`src/sv/frame_slot_store_scan_and_prove_macros.svh`:
```
// Assertion macros used by the controller of the frame slot scanner.
`ifndef FRAME_SLOT_STORE_SCAN_AND_PROVE_MACROS_SVH
`define FRAME_SLOT_STORE_SCAN_AND_PROVE_MACROS_SVH

// Assert that an antecedent implies a consequent in the same cycle.
`define FSS_ASSERT_IMP(label, clk, rstn, ante, cons, msg) \
    label: assert property (@(posedge clk) disable iff (!rstn) (ante) |-> (cons)) \
        else $error(msg);

// Assert that an antecedent implies a consequent in the next cycle.
`define FSS_ASSERT_NEXT(label, clk, rstn, ante, cons, msg) \
    label: assert property (@(posedge clk) disable iff (!rstn) (ante) |=> (cons)) \
        else $error(msg);

`endif

```
`src/sv/fss_pkg.sv`:
```
`timescale 1ns / 1ps
package fss_pkg;

    localparam int WIN_LEN = 10;
    localparam int SLOTS_DEF = 16;
    localparam int MAX_SCOPES_DEF = 64;

    localparam logic [7:0] OP_MOV = 8'hC7;
    localparam logic [7:0] MODRM_D8 = 8'h45;
    localparam logic [7:0] MODRM_D32 = 8'h85;

    localparam logic CFG_SEED = 1'b0;
    localparam logic CFG_SCOPE = 1'b1;

    localparam logic KIND_MATCH = 1'b0;
    localparam logic KIND_VERDICT = 1'b1;

    // Controller states.
    typedef enum logic [2:0] {
        ST_IDLE,
        ST_JUDGE,
        ST_RECORD,
        ST_FLUSH,
        ST_SCAN,
        ST_VERDICT,
        ST_CLEAR
    } fss_state_t;

    // Commands from the controller to the datapath.
    typedef struct packed {
        logic load;
        logic judge;
        logic emit;
        logic emit_final;
        logic record;
        logic shift;
        logic scan_start;
        logic scan_step;
        logic verdict;
        logic clear;
    } fss_cmd_t;

    // Status from the datapath to the controller.
    typedef struct packed {
        logic full;
        logic empty;
        logic hit;
        logic scan_done;
        logic out_busy;
    } fss_stat_t;

endpackage

```
`src/sv/fss_ctrl.sv`:
```
`timescale 1ns / 1ps
module fss_ctrl (
    input  logic              aclk,
    input  logic              aresetn,
    input  logic              s_valid,
    output logic              s_ready,
    input  logic              s_last,
    output fss_pkg::fss_cmd_t cmd,
    input  fss_pkg::fss_stat_t stat
);
    import fss_pkg::*;
    `include "frame_slot_store_scan_and_prove_macros.svh"

    fss_state_t state_reg, state_next;
    logic last_reg, last_next;

    // State register.
    always_ff @(posedge aclk) begin
        if (!aresetn) begin
            state_reg <= ST_IDLE;
            last_reg <= 1'b0;
        end else begin
            state_reg <= state_next;
            last_reg <= last_next;
        end
    end

    // Next state and commands.
    always_comb begin
        state_next = state_reg;
        last_next = last_reg;
        cmd = '0;
        s_ready = 1'b0;
        case (state_reg)
            ST_IDLE: begin
                s_ready = 1'b1;
                if (s_valid) begin
                    cmd.load = 1'b1;
                    last_next = s_last;
                    state_next = ST_JUDGE;
                end
            end
            ST_JUDGE: begin
                // Judge the oldest position when the window is full or flushing.
                if (!last_reg && !stat.full) begin
                    state_next = ST_IDLE;
                end else if (!stat.out_busy) begin
                    cmd.judge = 1'b1;
                    state_next = ST_RECORD;
                end
            end
            ST_RECORD: begin
                if (stat.hit) begin
                    if (!stat.out_busy) begin
                        cmd.emit = 1'b1;
                        cmd.emit_final = !last_reg;
                        cmd.record = 1'b1;
                        state_next = ST_FLUSH;
                    end
                end else begin
                    state_next = ST_FLUSH;
                end
            end
            ST_FLUSH: begin
                cmd.shift = 1'b1;
                if (!last_reg) begin
                    state_next = ST_IDLE;
                end else if (stat.empty) begin
                    cmd.shift = 1'b0;
                    cmd.scan_start = 1'b1;
                    state_next = ST_SCAN;
                end else begin
                    state_next = ST_JUDGE;
                end
            end
            ST_SCAN: begin
                cmd.scan_step = 1'b1;
                if (stat.scan_done) begin
                    state_next = ST_VERDICT;
                end
            end
            ST_VERDICT: begin
                if (!stat.out_busy) begin
                    cmd.verdict = 1'b1;
                    state_next = ST_CLEAR;
                end
            end
            ST_CLEAR: begin
                cmd.clear = 1'b1;
                state_next = ST_IDLE;
            end
            default: begin
                state_next = ST_IDLE;
            end
        endcase
    end

    `FSS_ASSERT_IMP(a_ready_idle, aclk, aresetn, s_ready, state_reg == ST_IDLE, "early ready")
    `FSS_ASSERT_NEXT(a_load_judge, aclk, aresetn, cmd.load, state_reg == ST_JUDGE, "no judge")
    `FSS_ASSERT_IMP(a_emit, aclk, aresetn, cmd.emit || cmd.verdict, !stat.out_busy, "busy output")
endmodule

```
`src/sv/fss_dp.sv`:
```
`timescale 1ns / 1ps
module fss_dp #(
    parameter int SLOTS = fss_pkg::SLOTS_DEF,
    parameter int MAX_SCOPES = fss_pkg::MAX_SCOPES_DEF
) (
    input  logic               aclk,
    input  logic               aresetn,
    input  fss_pkg::fss_cmd_t  cmd,
    output fss_pkg::fss_stat_t stat,
    input  logic [7:0]         s_data_byte,
    input  logic [31:0]        s_byte_address,
    input  logic               cfg_valid,
    input  logic               cfg_index,
    input  logic [31:0]        cfg_data,
    output logic               m_valid,
    input  logic               m_ready,
    output logic               m_kind,
    output logic [31:0]        m_store_address,
    output logic [31:0]        m_end_address,
    output logic signed [31:0] m_displacement,
    output logic signed [31:0] m_immediate,
    output logic               m_found,
    output logic               m_overflowed,
    output logic               m_final_res
);
    import fss_pkg::*;

    localparam int SW = $clog2(SLOTS);
    localparam int CW = $clog2(SLOTS + 1);

    logic [31:0] seed_reg;
    logic [6:0]  scope_reg;
    logic [7:0]  win_reg [WIN_LEN];
    logic [31:0] base_reg;
    logic [3:0]  fill_reg;
    logic [31:0] key_reg [SLOTS];
    logic [SLOTS-1:0] vld_reg, fseed_reg, fscope_reg, fbad_reg;
    logic [CW-1:0] used_reg;
    logic ovf_reg;
    // Judged match.
    logic hit_reg;
    logic [3:0] len_reg;
    logic [31:0] disp_reg, imm_reg;
    // Verdict scan.
    logic [CW-1:0] idx_reg;
    logic [1:0] qual_reg;
    logic [31:0] win_key_reg;
    // Output register.
    logic o_valid_reg;

    // Window decode of the oldest position.
    logic is_d8, is_d32;
    logic [31:0] d8, d32, i8, i32;
    always_comb begin
        is_d8 = win_reg[0] == OP_MOV && win_reg[1] == MODRM_D8 && fill_reg >= 4'd7;
        is_d32 = win_reg[0] == OP_MOV && win_reg[1] == MODRM_D32 && fill_reg >= 4'd10;
        d8 = {{24{win_reg[2][7]}}, win_reg[2]};
        i8 = {win_reg[6], win_reg[5], win_reg[4], win_reg[3]};
        d32 = {win_reg[5], win_reg[4], win_reg[3], win_reg[2]};
        i32 = {win_reg[9], win_reg[8], win_reg[7], win_reg[6]};
    end

    // Classification and associative lookup.
    logic c_seed, c_scope, lk_hit;
    logic [SW-1:0] lk_idx;
    always_comb begin
        c_seed = imm_reg == seed_reg;
        c_scope = !c_seed && scope_reg != 7'd0 && imm_reg <= {25'd0, scope_reg - 7'd1};
        lk_hit = 1'b0;
        lk_idx = '0;
        for (int i = 0; i < SLOTS; i++) begin
            if (vld_reg[i] && key_reg[i] == disp_reg) begin
                lk_hit = 1'b1;
                lk_idx = SW'(i);
            end
        end
    end

    logic [CW-1:0] idx_cur;
    assign idx_cur = idx_reg;
    logic q_ok;
    assign q_ok = vld_reg[idx_cur[SW-1:0]] && fseed_reg[idx_cur[SW-1:0]]
                  && fscope_reg[idx_cur[SW-1:0]] && !fbad_reg[idx_cur[SW-1:0]];

    always_comb begin
        stat.full = fill_reg == 4'(WIN_LEN);
        stat.empty = fill_reg == 4'd0;
        stat.hit = hit_reg;
        stat.scan_done = idx_reg == CW'(SLOTS - 1);
        stat.out_busy = o_valid_reg && !m_ready;
    end

    // Configuration registers.
    always_ff @(posedge aclk) begin
        if (!aresetn) begin
            seed_reg <= '1;
            scope_reg <= '0;
        end else if (cfg_valid) begin
            if (cfg_index == CFG_SEED) seed_reg <= cfg_data;
            else scope_reg <= cfg_data[6:0];
        end
    end

    // Byte window.
    always_ff @(posedge aclk) begin
        if (!aresetn || cmd.clear) begin
            fill_reg <= '0;
            base_reg <= '0;
            for (int i = 0; i < WIN_LEN; i++) win_reg[i] <= '0;
        end else if (cmd.load) begin
            if (fill_reg == 4'd0) base_reg <= s_byte_address;
            win_reg[fill_reg] <= s_data_byte;
            fill_reg <= fill_reg + 4'd1;
        end else if (cmd.shift) begin
            for (int i = 0; i < WIN_LEN - 1; i++) win_reg[i] <= win_reg[i+1];
            win_reg[WIN_LEN-1] <= '0;
            fill_reg <= fill_reg - 4'd1;
            base_reg <= base_reg + 32'd1;
        end
    end

    // Judge stage.
    always_ff @(posedge aclk) begin
        if (!aresetn) begin
            hit_reg <= 1'b0;
        end else if (cmd.judge) begin
            hit_reg <= is_d8 || is_d32;
            len_reg <= is_d8 ? 4'd7 : 4'd10;
            disp_reg <= is_d8 ? d8 : d32;
            imm_reg <= is_d8 ? i8 : i32;
        end
    end

    // Slot table.
    always_ff @(posedge aclk) begin
        if (!aresetn || cmd.clear) begin
            vld_reg <= '0;
            fseed_reg <= '0;
            fscope_reg <= '0;
            fbad_reg <= '0;
            used_reg <= '0;
            ovf_reg <= 1'b0;
        end else if (cmd.record && disp_reg[31]) begin
            if (lk_hit) begin
                fseed_reg[lk_idx] <= fseed_reg[lk_idx] | c_seed;
                fscope_reg[lk_idx] <= fscope_reg[lk_idx] | c_scope;
                fbad_reg[lk_idx] <= fbad_reg[lk_idx] | (!c_seed && !c_scope);
            end else if (used_reg < CW'(SLOTS)) begin
                key_reg[used_reg[SW-1:0]] <= disp_reg;
                vld_reg[used_reg[SW-1:0]] <= 1'b1;
                fseed_reg[used_reg[SW-1:0]] <= c_seed;
                fscope_reg[used_reg[SW-1:0]] <= c_scope;
                fbad_reg[used_reg[SW-1:0]] <= !c_seed && !c_scope;
                used_reg <= used_reg + CW'(1);
            end else begin
                ovf_reg <= 1'b1;
            end
        end
    end

    // Verdict scan, one slot a cycle.
    always_ff @(posedge aclk) begin
        if (!aresetn || cmd.scan_start) begin
            idx_reg <= '0;
            qual_reg <= '0;
            win_key_reg <= '0;
        end else if (cmd.scan_step) begin
            if (q_ok) begin
                qual_reg <= (qual_reg == 2'd0) ? 2'd1 : 2'd2;
                win_key_reg <= key_reg[idx_cur[SW-1:0]];
            end
            if (!stat.scan_done) idx_reg <= idx_reg + CW'(1);
        end
    end

    // Output register.
    logic ok;
    assign ok = scope_reg != 7'd0 && {25'd0, scope_reg} <= 32'(MAX_SCOPES)
                && !ovf_reg && qual_reg == 2'd1;
    always_ff @(posedge aclk) begin
        if (!aresetn) begin
            o_valid_reg <= 1'b0;
        end else if (cmd.emit || cmd.verdict) begin
            o_valid_reg <= 1'b1;
        end else if (m_ready) begin
            o_valid_reg <= 1'b0;
        end
    end
    always_ff @(posedge aclk) begin
        if (cmd.emit) begin
            m_kind <= KIND_MATCH;
            m_store_address <= base_reg;
            m_end_address <= base_reg + {28'd0, len_reg};
            m_displacement <= disp_reg;
            m_immediate <= imm_reg;
            m_found <= 1'b0;
            m_overflowed <= 1'b0;
            m_final_res <= cmd.emit_final;
        end else if (cmd.verdict) begin
            m_kind <= KIND_VERDICT;
            m_store_address <= '0;
            m_end_address <= '0;
            m_displacement <= ok ? win_key_reg : 32'd0;
            m_immediate <= '0;
            m_found <= ok;
            m_overflowed <= ovf_reg;
            m_final_res <= 1'b1;
        end
    end
    assign m_valid = o_valid_reg;
endmodule

```
`src/sv/frame_slot_store_scan_and_prove.sv`:
```
`timescale 1ns / 1ps
// A byte is taken only in the idle state, so the next byte waits until the last is through; a store
// is judged when its opcode byte is oldest in a full window and is emitted in the record state.
// The last byte judges each window position plus one empty round (judge, record, flush; up to 11),
// walks the slot table one entry a cycle, then gives the verdict (held while the output is busy) and clears.
// In a steady stream each byte passes load, judge, record and shift before the next, plus stalls.
// Reset: aresetn synchronous, active low; clears window, slot flags, seed to -1, scope_count to 0.
module frame_slot_store_scan_and_prove #(
    parameter int SLOTS = fss_pkg::SLOTS_DEF,
    parameter int MAX_SCOPES = fss_pkg::MAX_SCOPES_DEF
) (
    input  logic               aclk,
    input  logic               aresetn,
    input  logic               s_valid,
    output logic               s_ready,
    input  logic [7:0]         s_data_byte,
    input  logic [31:0]        s_byte_address,
    input  logic               s_last,
    input  logic               cfg_valid,
    output logic               cfg_ready,
    input  logic               cfg_index,
    input  logic [31:0]        cfg_data,
    output logic               m_valid,
    input  logic               m_ready,
    output logic               m_kind,
    output logic [31:0]        m_store_address,
    output logic [31:0]        m_end_address,
    output logic signed [31:0] m_displacement,
    output logic signed [31:0] m_immediate,
    output logic               m_found,
    output logic               m_overflowed,
    output logic               m_final_res
);
    import fss_pkg::*;

    fss_cmd_t cmd;
    fss_stat_t stat;

    assign cfg_ready = 1'b1;

    fss_ctrl u_ctrl (
        .aclk(aclk), .aresetn(aresetn), .s_valid(s_valid), .s_ready(s_ready),
        .s_last(s_last), .cmd(cmd), .stat(stat)
    );

    fss_dp #(.SLOTS(SLOTS), .MAX_SCOPES(MAX_SCOPES)) u_dp (
        .aclk(aclk), .aresetn(aresetn), .cmd(cmd), .stat(stat),
        .s_data_byte(s_data_byte), .s_byte_address(s_byte_address),
        .cfg_valid(cfg_valid), .cfg_index(cfg_index), .cfg_data(cfg_data),
        .m_valid(m_valid), .m_ready(m_ready), .m_kind(m_kind),
        .m_store_address(m_store_address), .m_end_address(m_end_address),
        .m_displacement(m_displacement), .m_immediate(m_immediate),
        .m_found(m_found), .m_overflowed(m_overflowed), .m_final_res(m_final_res)
    );
endmodule

```
`config.mk`:
```
export PLATFORM = sky130hd
export DESIGN_NAME = frame_slot_store_scan_and_prove
export DESIGN_NICKNAME = d
export VERILOG_FILES = /design/src/sv/fss_pkg.sv /design/src/sv/fss_ctrl.sv /design/src/sv/fss_dp.sv /design/src/sv/frame_slot_store_scan_and_prove.sv
export VERILOG_INCLUDE_DIRS = /design/src /design/src/sv
export SDC_FILE = /design/constraint.sdc
export NUM_CORES = 2
export LEC_CHECK = 0
export BUFFER_PORTS_ARGS = -buffer_cell sky130_fd_sc_hd__buf_4
export CAP_MARGIN = 20
export CORE_ASPECT_RATIO = 0.9
export CORE_MARGIN = 2
export CORE_UTILIZATION = 30
export DETAILED_ROUTE_END_ITERATION = 16
export GPL_TIMING_DRIVEN = 0
export PLACE_DENSITY_LB_ADDON = 0.08
export SYNTH_ARGS = -nofsm -noshare
export SYNTH_HDL_FRONTEND = slang
export SYNTH_SLANG_ARGS = --single-unit
```
`constraint.sdc`:
```
create_clock -name aclk -period 17.82 [get_ports aclk]
set_input_delay 0.891 -clock aclk [delete_from_list [all_inputs] [get_ports aclk]]
set_output_delay 0.891 -clock aclk [all_outputs]
set_load 0.01 [all_outputs]
```
# After elaboration in Yosys (flattened, before gate mapping)

Memories as Yosys holds them, arrays and structs flattened. A register that Yosys moved wholly into a read port is not among the register bits.
Index checks and enable logic that the tools add are counted.
Widths: inputs -> output; s select.

Add/subtract/negate cells: 7
$lt $le $gt $ge: 10
Equality and inequality tests: 35
Multiplexer cells: 133
Bitwise logic cells: 18
Reduce and logical (&&, ||, !) cells: 66

Operators with widths:

| cell                  | number |
|---|---|
| $eq 32x32->1          | 17 |
| $mux 32               | 12 |
| $bwmux 16             | 6 |
| $mux 16               | 6 |
| $mux 8                | 11 |
| $mux 1                | 54 |
| $mux 3                | 16 |
| $mux 4                | 12 |
| $logic_and 1x1->1     | 34 |
| $add 32x1->32 const B | 1 |
| $add 32x4->32         | 1 |
| $le 32x7->1           | 1 |
| $bmux 1 s4            | 7 |
| $pmux 3 s6            | 1 |
| $eq 8x8->1 const B    | 2 |
| $or 16x16->16         | 1 |
| $reduce_and 2->1      | 8 |
| $lt 4x5->1 const B    | 3 |
| $or 1x1->1            | 13 |
| $mux 2                | 6 |
| $add 5x1->5 const B   | 2 |
| $eq 3x3->1 const B    | 3 |
| $demux 1 s4           | 2 |
| $eq 8x7->1 const B    | 1 |
| other kinds (27)      | 49 |

Flip-flop bits (word level): 358
Memory bits (writable): 592
Input bits: 79
Output and inout bits: 135
Logic and storage cells: 298
Memories: 2

Memory list:

| memory       | words | bits a word | read ports | clocked after Yosys merged registers in | write ports | RTL line     | source |
|---|---|---|---|---|---|---|---|
| u_dp.key_reg | 16    | 32          | 17         | 1                                       | 1           | fss_dp.sv:36 | `logic [31:0] key_reg [SLOTS];` |
| u_dp.win_reg | 10    | 8           | 10         | 0                                       | 10          | fss_dp.sv:33 | `logic [7:0] win_reg [WIN_LEN];` |

# Longest topological paths before layout

An unclocked memory read counts as a cell.

Depth after elaboration: 24
Gate-level depth with buffers: 16
Depth with buffers taken out: 15

# By module

Synthesis repeated with hierarchy kept, for this count alone.

Cells, all modules: 3779
Area, all modules: 48062.3 um^2

Modules (own cells, without submodules):

| module                          | instances | cells each | area each (um^2) | sequential area each (um^2) |
|---|---|---|---|---|
| fss_dp                          | 1         | 3736       | 47713.3          | 27416.3 |
| fss_ctrl                        | 1         | 41         | 337.8            | 80.1 |
| frame_slot_store_scan_and_prove | 1         | 2          | 11.3             | 0.0 |

# Worst setup path after synthesis

No wires, ideal clock.

Path type: in2reg
From: input m_ready
To: register u_dp.m_displacement[0], enable pin
Library setup time: 796 ps
Arrival time: 10122 ps
Data required time: 17024 ps
Slack: 6902 ps
Stages: 3
Path buffers: 1
Cells stage by stage: nor2b_1 -> clkbuf_1 -> o21ai_0

Word-level cells in the longest chain between the ends: 6
Elaborated cells between the ends (all ways): 8
Those cells by class: mux: 5; reduce/logical: 3

Ends and longest elaborated chain:

| what                                   | RTL line                              | source |
|---|---|---|
| start, declared                        | frame_slot_store_scan_and_prove.sv:24 | `input logic m_ready,` |
| $logic_not 1->1 (*)                    | fss_dp.sv:90                          | `stat.out_busy = o_valid_reg && !m_ready;` |
| $logic_and 1x1->1 (*)                  | fss_dp.sv:90                          |  |
| $mux 3                                 | fss_ctrl.sv:54                        | `if (!stat.out_busy) begin` |
| $mux 3                                 | fss_ctrl.sv:53                        | `if (stat.hit) begin` |
| $mux 3                                 | fss_ctrl.sv:34                        | `case (state_reg)` |
| $reduce_bool 2->1 (no source line) (*) | -                                     |  |
| end signal, assigned                   | fss_dp.sv:194                         | `m_displacement <= disp_reg;` |
| end signal, assigned                   | fss_dp.sv:203                         | `m_displacement <= ok ? win_key_reg : 32'd0;` |
| end, declared                          | fss_dp.sv:20                          | `output logic signed [31:0] m_displacement,` |

Every way passes the cells marked *; elsewhere a longest branch is shown, timed or not.
A chain may end at the register's enable or synchronous reset.

# Worst setup path after layout

From: register u_dp.disp_reg[11]
To: memory u_dp.key_reg[2][14], enable pin

Word-level cells in the longest chain between the ends: 22
Elaborated cells between the ends (all ways): 52
Those cells by class: eq/ne: 16; mux: 20; reduce/logical: 16

Ends and longest elaborated chain:

| what                             | RTL line      | source |
|---|---|---|
| start, declared                  | fss_dp.sv:43  | `logic [31:0] disp_reg, imm_reg;` |
| start signal, assigned           | fss_dp.sv:129 | `disp_reg <= is_d8 ? d8 : d32;` |
| $eq 32x32->1                     | fss_dp.sv:72  | `if (vld_reg[i] && key_reg[i] == disp_reg) begin` |
| $logic_and 1x1->1                | fss_dp.sv:72  |  |
| $mux 1 (15 in a row)             | fss_dp.sv:72  |  |
| $mux 1 (*)                       | fss_dp.sv:72  |  |
| $mux 1 (*)                       | fss_dp.sv:144 | `if (lk_hit) begin` |
| $mux 1 (*)                       | fss_dp.sv:143 | `end else if (cmd.record && disp_reg[31]) begin` |
| $mux 1 (*)                       | fss_dp.sv:136 | `if (!aresetn \|\| cmd.clear) begin` |
| $mux 1 (implied by the code) (*) | fss_dp.sv:149 | `key_reg[used_reg[SW-1:0]] <= disp_reg;` |
| end, declared                    | fss_dp.sv:36  |  |

Marked as above.

==> results.ini <==
[power_and_ir_drop]
p_int_mw=3.90
switching_share=0.240
p_seq_frac=0.489
p_sw_mw=1.23
clkPwrFrac=0.469
power.density_nw_per_um2=88.7
power.share.combinational=0.042
vdd_drop_max_v=0.0000850
p_leak_nw=19.4

[synthesis]
synth_warnings=0
synth-edff-count=787
ys_types=97
synthCells=3924
synth_ff_type=edfxtp_1
yosys_register_bits=980
async_reset_ff_frac=0
syn_avg_cell_area_um2=12.5
netlist_area_um2=48900
synth_nets=4026
yosysSeqAreaShare=0.562

[timing]
max_freq_ghz=0.142
fin_hold_ws_ns=0.317
period_share=0.394
finClkSkew_ns=0.0714
finalHoldViolations=0
maxSlewHeadroom=0.0416
rsz0062_at_grt=no
slew_viol_final=0
tightest_slew_ns=1.43
finalSetupViolCount=0
final.setup.worst_slack_ns=10.80
period_needed_ns=7.02

[setup_path]
worst-setup-path-type=reg2reg
r2r_slack_ns=10.80
slowest_stage=edfxtp_1
required_ns=18.20
path_cells=buf_6 > buf_2 > xor2_1 > nor4_1 > nand3_1 > or4_1 > nand2_1 > nor4_1 > nand2_1 > nor4_2 > nand2_1 > nor3_1 > and2_4
cpPeakStageDelay_ns=1.07
crit_path_start=u_dp.disp_reg[11]
start_kind=flop
cp_common_cell=nand2_1
arrival_ns=7.40
path_max_fanout=33
rr_startpoint=u_dp.disp_reg[11]
cp-end-kind=flop
crit_path_end=u_dp.key_reg[2][14]
timing.rr.end=u_dp.key_reg[2][14]
ff2ff_path_depth=13

[global_route]
gr-total-overflow=0
grt_pass1_vias=35316
grt_max_degree=35
antenna_found_initial=11
grt_pass1_wl_um=326000
track_usage=0.290

[floorplan]
die_y_um=387
die_area_um2=166000
core-area_um2=162000
ios=214
start_util=0.302
fp-row-count=140
die_w_um=430

[layout]
mostFrequentLayoutCells=edfxtp_1 (787), xor2_1 (419), nand2_1 (388)
seqCellArea_um2=27500
final_common_cell=edfxtp_1
fillerInstances=16043
multi_input_area_um2=20100
area_growth_pct=18.1
final_cell_area_um2=57800
layout.cells.non_filler=6537
largest_register_ff_count=512
nNetsFinal=4409
drive_gt1_frac=0.168
final_util=0.357

[placed_design]
dp_hpwl_um=197000
routabilityCongestion=1.04
io_buffers=201
dp_cells=6311
pre_cts_slack_ns=10.99
placed_area_um2=53900

[clock_network]
clk_latency_ns=0.80
cts_setup_buffers=0
cts_buffer_depth=3
post_cts_resized=0
tritoncts=yes
cts-root-buf=clkbuf_16
numClockSinks=980
clkTransAtPathRegs_ns=0.06
numCtsBuffers=111
htree_num_levels=3
cts_hold_buffers=0

[status]
status=finished, final reports clean

[min_path]
hp-class=in2reg

[route]
ant_nets=0
drt-total-wl_um=247000
drcViolationCount=0
first_iter_violations=5208
via_per_inst=5.68
wl_per_cell_um=37.8
drt_pass1_iterations=6
num_vias=37140

[flow_run]
maxCapViolCount=0

==> worst max-delay path: cells and delay by family (launching register included) <==
| kind | cells | cell delay, ns |
|---|---|---|
| xor gates and xnor gates | 1 | 0.87 |
| DFF | 1 | 1.07 |
| buffers and inverters | 2 | 0.61 |
| and+or+nand+nor | 10 | 3.90 |
==> cells in the mapped netlist (9+ instances only) <==
| library cell | number | area share |
|---|---|---|
| o2111ai_1 | 9 | 0.0016 |
| nor2_1 | 202 | 0.016 |
| buf_2 | 23 | 0.0024 |
| nand2b_1 | 34 | 0.0043 |
| ha_1 | 22 | 0.0056 |
| nor2b_1 | 19 | 0.0024 |
| a31oi_1 | 24 | 0.0031 |
| a22o_1 | 73 | 0.013 |
| xnor2_1 | 158 | 0.028 |
| nand4b_1 | 31 | 0.0056 |
| nor3b_1 | 9 | 0.0014 |
| and2_1 | 94 | 0.012 |
| nor4_1 | 188 | 0.024 |
| edfxtp_1 | 787 | 0.48 |
| o22ai_1 | 13 | 0.0017 |
| o21a_1 | 21 | 0.0032 |
| nand3_1 | 118 | 0.012 |
| nor3_1 | 68 | 0.0070 |
| or4_1 | 18 | 0.0028 |
| or3_1 | 18 | 0.0023 |
| a21oi_1 | 72 | 0.0074 |
| inv_1 | 37 | 0.0028 |
| and3_1 | 17 | 0.0022 |
| buf_4 | 22 | 0.0034 |
| buf_6 | 32 | 0.0074 |
| nand4_1 | 103 | 0.013 |
| nor4b_1 | 10 | 0.0018 |
| nand3b_1 | 9 | 0.0014 |
| xor2_1 | 419 | 0.075 |
| a22oi_1 | 9 | 0.0014 |
| nand2_1 | 388 | 0.030 |
| a21o_1 | 48 | 0.0074 |
| o21ai_0 | 128 | 0.013 |
| mux4_2 | 165 | 0.076 |
| buf_1 | 33 | 0.0025 |
| dfxtp_1 | 193 | 0.079 |
| o211ai_1 | 11 | 0.0017 |
| clkbuf_1 | 129 | 0.0099 |
| mux2i_1 | 50 | 0.010 |
==> per-layer routing <==
metal / routed length, um / GRT usage / vias to the layer above / part of all wire
li1: - / - / 15576 / -
met1: 114000 / 0.428 / 19427 / 0.46
met2: 104000 / 0.419 / 1827 / 0.42
met3: 21500 / 0.0714 / 306 / 0.087
met4: 7990 / 0.0834 / 4 / 0.032
met5: 34 / 0 / - / 0.00014
==> metrics by stage <==
stage / total power, mW / setup TNS (ns)
after floorplan: 2.66 / 0
after global placement: 2.76 / -243.15
after detailed placement: 2.77 / 0
after CTS: 5.16 / 0
after global routing: 5.26 / 0
final: 5.12 / 0
==> worst min-delay path by stage <==
stage                                   from  depth (start not counted)  slack, ns                end
final                           cfg_data[20]                          3       0.32  u_dp.seed_reg[20]
after global routing            cfg_data[31]                          3       0.29  u_dp.seed_reg[31]
after CTS                       cfg_data[20]                          3       0.26  u_dp.seed_reg[20]
after detailed placement  u_dp.win_reg[2][4]                          0       0.46   u_dp.disp_reg[4]
after global placement    u_dp.win_reg[2][2]                          0       0.45   u_dp.disp_reg[2]
after floorplan           u_dp.win_reg[2][0]                          0       0.43   u_dp.disp_reg[0]
==> kinds of logic after synthesis <==
family,share of synthesized area
buf+inv,0.0285
mux,0.0874
fa+ha+maj,0.00604
other cells,0.0000767
flops,0.562
xor+xnor,0.103
simple gates,0.144
compound gates,0.0681
==> power groups by stage <==
stage | sequential, mW | clock (mW) | combinational (mW)
global route | 2.51 | 2.52 | 0.232
detailed placement | 2.55 | 0 | 0.212
CTS | 2.50 | 2.44 | 0.213
floorplan | 2.54 | 0 | 0.118
global placement | 2.56 | 0 | 0.209
finish | 2.51 | 2.40 | 0.217
==> area by class of cell <==
type / count / share of cell area
sequential: 980 / 0.476
multi-input combinational: 2666 / 0.348
clock buffer: 141 / 0.0513
tap: 2130 / 0.0461
timing repair buffer: 270 / 0.0413
buffer: 239 / 0.0217
clock inverter: 68 / 0.0130
inverter: 39 / 0.00253
antenna: 4 / 0.000173
(Power assumes the default switching activity.)
